===== config.mk =====
export PLATFORM = sky130hd
export DESIGN_NAME = lie_divider
export DESIGN_NICKNAME = d
export VERILOG_FILES = /design/src/hw/rtl/lie_pkg.sv /design/src/hw/rtl/lie_divider.sv
export SDC_FILE = /design/constraint.sdc
export NUM_CORES = 1
export LEC_CHECK = 0
export BUFFER_PORTS_ARGS = -buffer_cell sky130_fd_sc_hd__buf_4
export CAP_MARGIN = 5
export CORE_ASPECT_RATIO = 1.1
export CORE_UTILIZATION = 50
export CTS_CLUSTER_DIAMETER = 80
export CTS_CLUSTER_SIZE = 25
export DETAILED_ROUTE_END_ITERATION = 10
export PLACE_DENSITY = 0.86
export SYNTH_ARGS = -nofsm -noshare
export SYNTH_HDL_FRONTEND = slang
export SYNTH_SLANG_ARGS = --single-unit

===== constraint.sdc =====
create_clock -name clk -period 8.05 [get_ports clk]
set_clock_uncertainty 0.2 [all_clocks]
set_input_delay 0.4025 -clock clk [delete_from_list [all_inputs] [get_ports clk]]
set_output_delay 0.4025 -clock clk [all_outputs]
set_load 0.05 [all_outputs]

===== src/hw/rtl/lie_pkg.sv =====
// shared types and constants for the lagrange interpolation evaluator
`default_nettype none

package lie_pkg;

    // dividend width: 64-bit magnitude times 33-bit difference
    localparam int unsigned DVD_W = 97;
    // divisor width: magnitude of a 33-bit difference
    localparam int unsigned DSR_W = 33;
    // step counter width for the bit-serial divide
    localparam int unsigned DCNT_W = 7;

    // 1.0 in unsigned Q32.32
    localparam logic [63:0] ONE_Q32 = 64'h0000_0001_0000_0000;
    // cap on one term magnitude in unsigned Q48.16
    localparam logic [63:0] TERM_CAP = 64'h0100_0000_0000_0000;

    // input kind carried in tuser
    localparam logic MODE_LOAD = 1'b0;
    localparam logic MODE_EVAL = 1'b1;

    // sequencer states
    typedef enum logic [17:0] {
        S_IDLE = 18'b00_0000_0000_0000_0001,
        S_DRI  = 18'b00_0000_0000_0000_0010,
        S_DLI  = 18'b00_0000_0000_0000_0100,
        S_DRJ  = 18'b00_0000_0000_0000_1000,
        S_DCJ  = 18'b00_0000_0000_0001_0000,
        S_ERI  = 18'b00_0000_0000_0010_0000,
        S_ELI  = 18'b00_0000_0000_0100_0000,
        S_ERJ  = 18'b00_0000_0000_1000_0000,
        S_EFJ  = 18'b00_0000_0001_0000_0000,
        S_M0   = 18'b00_0000_0010_0000_0000,
        S_M1   = 18'b00_0000_0100_0000_0000,
        S_DST  = 18'b00_0000_1000_0000_0000,
        S_DIV  = 18'b00_0001_0000_0000_0000,
        S_TM0  = 18'b00_0010_0000_0000_0000,
        S_TM1  = 18'b00_0100_0000_0000_0000,
        S_ACC  = 18'b00_1000_0000_0000_0000,
        S_FIN  = 18'b01_0000_0000_0000_0000,
        S_OUT  = 18'b10_0000_0000_0000_0000
    } state_t;

endpackage

`default_nettype wire


===== src/hw/rtl/lie_divider.sv =====
// bit-serial restoring divider, one quotient bit per cycle
`default_nettype none

module lie_divider
(
    input  wire logic                      clk,
    input  wire logic                      rst_n,
    input  wire logic                      start,
    input  wire logic [lie_pkg::DVD_W-1:0] dividend,
    input  wire logic [lie_pkg::DSR_W-1:0] divisor,
    output logic                           done,
    output logic [lie_pkg::DVD_W-1:0]      quotient
);

    logic                        busy_reg;
    logic                        done_reg;
    logic [lie_pkg::DCNT_W-1:0]  cnt_reg;
    logic [lie_pkg::DSR_W-1:0]   rem_reg;
    logic [lie_pkg::DSR_W-1:0]   dsr_reg;
    logic [lie_pkg::DVD_W-1:0]   dvd_reg;
    logic [lie_pkg::DSR_W:0]     rem_shift;
    logic [lie_pkg::DSR_W:0]     rem_diff;
    logic                        ge;

    // shift in the next dividend bit and try the subtract
    assign rem_shift = {rem_reg, dvd_reg[lie_pkg::DVD_W-1]};
    assign rem_diff  = rem_shift - {1'b0, dsr_reg};
    assign ge        = rem_shift >= {1'b0, dsr_reg};

    // step control
    always_ff @(posedge clk or negedge rst_n)
    begin
        if (!rst_n)
        begin
            busy_reg <= 1'b0;
            done_reg <= 1'b0;
            cnt_reg  <= '0;
        end
        else
        begin
            done_reg <= 1'b0;
            if (start)
            begin
                busy_reg <= 1'b1;
                cnt_reg  <= lie_pkg::DCNT_W'(lie_pkg::DVD_W);
            end
            else if (busy_reg)
            begin
                cnt_reg <= cnt_reg - lie_pkg::DCNT_W'(1);
                if (cnt_reg == lie_pkg::DCNT_W'(1))
                begin
                    busy_reg <= 1'b0;
                    done_reg <= 1'b1;
                end
            end
        end
    end

    // remainder and dividend/quotient shift register
    always_ff @(posedge clk)
    begin
        if (start)
        begin
            rem_reg <= '0;
            dsr_reg <= divisor;
            dvd_reg <= dividend;
        end
        else if (busy_reg)
        begin
            rem_reg <= ge ? rem_diff[lie_pkg::DSR_W-1:0] : rem_shift[lie_pkg::DSR_W-1:0];
            dvd_reg <= {dvd_reg[lie_pkg::DVD_W-2:0], ge};
        end
    end

    assign done     = done_reg;
    assign quotient = dvd_reg;

endmodule

`default_nettype wire


==> qor.csv <==
metric,value,unit
wirelength,23900,um
critPathBufInv,2,
min_period,4.16,ns
gp_congestion,0.904,
slew_headroom,0.214,
core,17300,um^2
grt_max_degree,97,
design_area,11800,um^2
port_buffers,230,
rows,50,
start_kind,register,
grt_pass1_wl,36500,um
cellPowerDensity,247,nW/um^2
synthFlopType,edfxtp_1,
setup_ws,3.89,ns
synth_xor_area_frac,0.0235,
vdd_drop_max,0.169,mV
place_area,10900,um^2
synthMuxAreaShare,0.131,
ios,231,
ys_ff_latch,172,
die_x,130,um
clkTransAtPathRegs,0.08,ns
rsz0062_at_grt,false,
clk_latency,0.43,ns
cts_tree,done,
synth_area,8960,um^2
hold_path_class,in -> reg,
wl_per_cell,18.9,um
fill_cells,1284,
async_flop_share,0.0523,
hold_viol,0,
synth_compound_area_frac,0.127,
via_count,7101,
h-tree-depth,4,
r2r-end,rem_reg[12],
yosysSeqAreaShare,0.534,
synth_cells,765,
track_usage,0.262,
critPathRequiredTime,8.17,ns
syn_to_final_growth,31.8,%
worstSetupPathType,reg -> reg,
numCtsBuffers,17,
worstMarginPinSlew,1.18,ns
drv_cap,0,
setup_tns,0,ns
clock-sinks,172,
crit_chain,"inv_1, ha_1, inv_1, fa_1, a211oi_1, nor2_1, o31ai_2, a31oi_4, o31a_4, nor2_2, nand2_1, a311oi_1",
avgSynthCellArea,11.7,um^2
r2r_slack,3.89,ns
clockBufferDepth,2,
cpMostUsedCell,inv_1,
fin_crit_sh,0.517,
slowest_delay,0.89,ns
whs_path_depth,2,
slew_viol_final,0,
dpl.hpwl,17100,um
ant_nets,0,
syn_nets,934,
setup_viol,0,
final-seq-area,4790,um^2
largest_reg_flops,97,
end_kind,register,
route.detailed.drc,0,
grt_overflow,0,
postCtsSetupBuffers,0,
crit_path_max_fanout,27,
multiInputGateArea,3880,um^2
num_antenna_cells,0,
antenna_found_initial,0,
fmax,240,MHz
synth_simple_gate_area_share,0.101,
die_area,18500,um^2
min-delay-start,dividend[72],
start_util,0.519,
fp.dieH,142,um
p_leak,4.96,nW
ys_types,72,
first_pass_iters,6,
synth_edf_count,130,
crit_slowest_cell,nor2_2,
drive_above_1_share,0.368,
status,completed,
drtIter0Drc,421,
clock-root-buffer,clkbuf_16,
ff2ff_path_depth,12,
synth_top_family_by_area,multiplexers,
critPathTopFamily,compound AO/OA/AOI/OAI gates,
via_per_inst,5.61,
grt_pass1_vias,7020,
yosysWarnings,0,
whs_endpoint,quotient[72],
r2r-start,quotient[96],
arrival,4.28,ns
dp_slack,3.92,ns
fin_nets,1188,
synthAdderAreaFrac,0.0511,
[synthesized netlist by cell type (5+ instances only)]
cell / instances / area [um^2]
inv_1: 43 / 161
nand2_1: 61 / 229
nor2b_1: 7 / 43.8
ha_1: 35 / 438
nand2b_1: 7 / 43.8
clkbuf_1: 26 / 97.6
or3_1: 6 / 37.5
nor2_1: 59 / 221
xor2_1: 9 / 78.8
nor3_1: 11 / 55.1
nand4_1: 5 / 31.3
nand3_1: 13 / 65.1
dfxtp_1: 33 / 661
o21ai_0: 22 / 110
mux2i_1: 7 / 70.1
a211oi_1: 12 / 90.1
o21a_1: 5 / 37.5
a21o_1: 11 / 82.6
mux2_2: 98 / 1100
xnor2_1: 15 / 131
a21oi_1: 37 / 185
o21ai_1: 11 / 55.1
dfrtp_1: 9 / 225
edfxtp_1: 130 / 3900
a311oi_1: 15 / 131
o211ai_1: 5 / 37.5
[cell usage in the layout, fill, tap and decap left out, types with 3 or more instances in the layout]
| master | count |
|---|---|
| a211oi_1 | 12 |
| a21o_1 | 11 |
| a21oi_1 | 37 |
| a311oi_1 | 15 |
| a31o_2 | 4 |
| a31oi_1 | 4 |
| a32oi_1 | 4 |
| and4_1 | 3 |
| buf_4 | 233 |
| clkbuf_16 | 17 |
| dfrtp_1 | 9 |
| dfxtp_1 | 33 |
| dlygate4sd3_1 | 34 |
| edfxtp_1 | 130 |
| ha_1 | 35 |
| inv_1 | 42 |
| inv_6 | 5 |
| inv_8 | 3 |
| mux2_2 | 98 |
| mux2i_1 | 7 |
| nand2_1 | 61 |
| nand2b_1 | 7 |
| nand3_1 | 13 |
| nand4_1 | 5 |
| nor2_1 | 59 |
| nor2b_1 | 7 |
| nor3_1 | 11 |
| o211ai_1 | 5 |
| o21a_1 | 5 |
| o21ai_0 | 22 |
| o21ai_1 | 11 |
| o21bai_1 | 3 |
| o31ai_1 | 3 |
| or3_1 | 6 |
| xnor2_1 | 15 |
| xor2_1 | 9 |
[logic make-up after synthesis]
group                      Yosys count
xor gates and xnor gates            24
DFF                                172
adders and majority gates           36
AOI/OAI and AO/OA                  162
buffers and inverters               76
and+or+nand+nor                    190
muxes                              105
[repair_timing]
action | CTS | global route
endpoints found under the setup margin | 0 | 0
gates resized for setup | 0 | 0
hold buffers | 34 | 0
endpoints found under the hold margin | 42 | 0
[area by class of cell]
cell class,instances,area share
well taps,234,0.0248
inverters,43,0.0139
clock inverters,14,0.0128
repair buffers,268,0.178
flip-flops and latches,172,0.406
multi-input cells,517,0.329
clock buffers,18,0.0363
[worst max-delay path by stage]
stage,start,end,slack (ns),depth (start not counted)
after floorplan,quotient[96],quotient[0],4.27,12
after global placement,quotient[96],rem_reg[0],4.15,12
after detailed placement,quotient[96],rem_reg[5],3.92,12
after CTS,quotient[96],rem_reg[12],3.90,12
after global routing,quotient[96],rem_reg[12],3.59,12
final,quotient[96],rem_reg[12],3.89,12
[metrics by stage]
step / power, mW / cells / hold WS [ns] / util
floorplan: 1.81 / 765 / -0.0931 / -
global placement: 2.07 / 1200 / 0.0319 / 0.631
detailed placement: 2.09 / 1200 / 0.0328 / 0.631
global route: 3.04 / 1266 / 0.0564 / 0.684
CTS: 2.92 / 1266 / 0.0568 / 0.684
finish: 2.91 / 1266 / 0.0678 / 0.684
[power breakdown]
group	switching, mW	total [mW]	internal [mW]
clock network	0.378	0.818	0.440
registers	0.0795	1.15	1.08
logic	0.571	0.939	0.368
[routing by layer]
| layer | GRT usage | share of wire | vias to the layer above |
|---|---|---|---|
| met5 | 0 | 0 | - |
| met2 | 0.458 | 0.51 | 287 |
| met1 | 0.298 | 0.38 | 3396 |
| met4 | 0.111 | 0.035 | 0 |
| met3 | 0.0726 | 0.075 | 49 |
| li1 | - | - | 3369 |
Power figures use the tool's default switching activity.
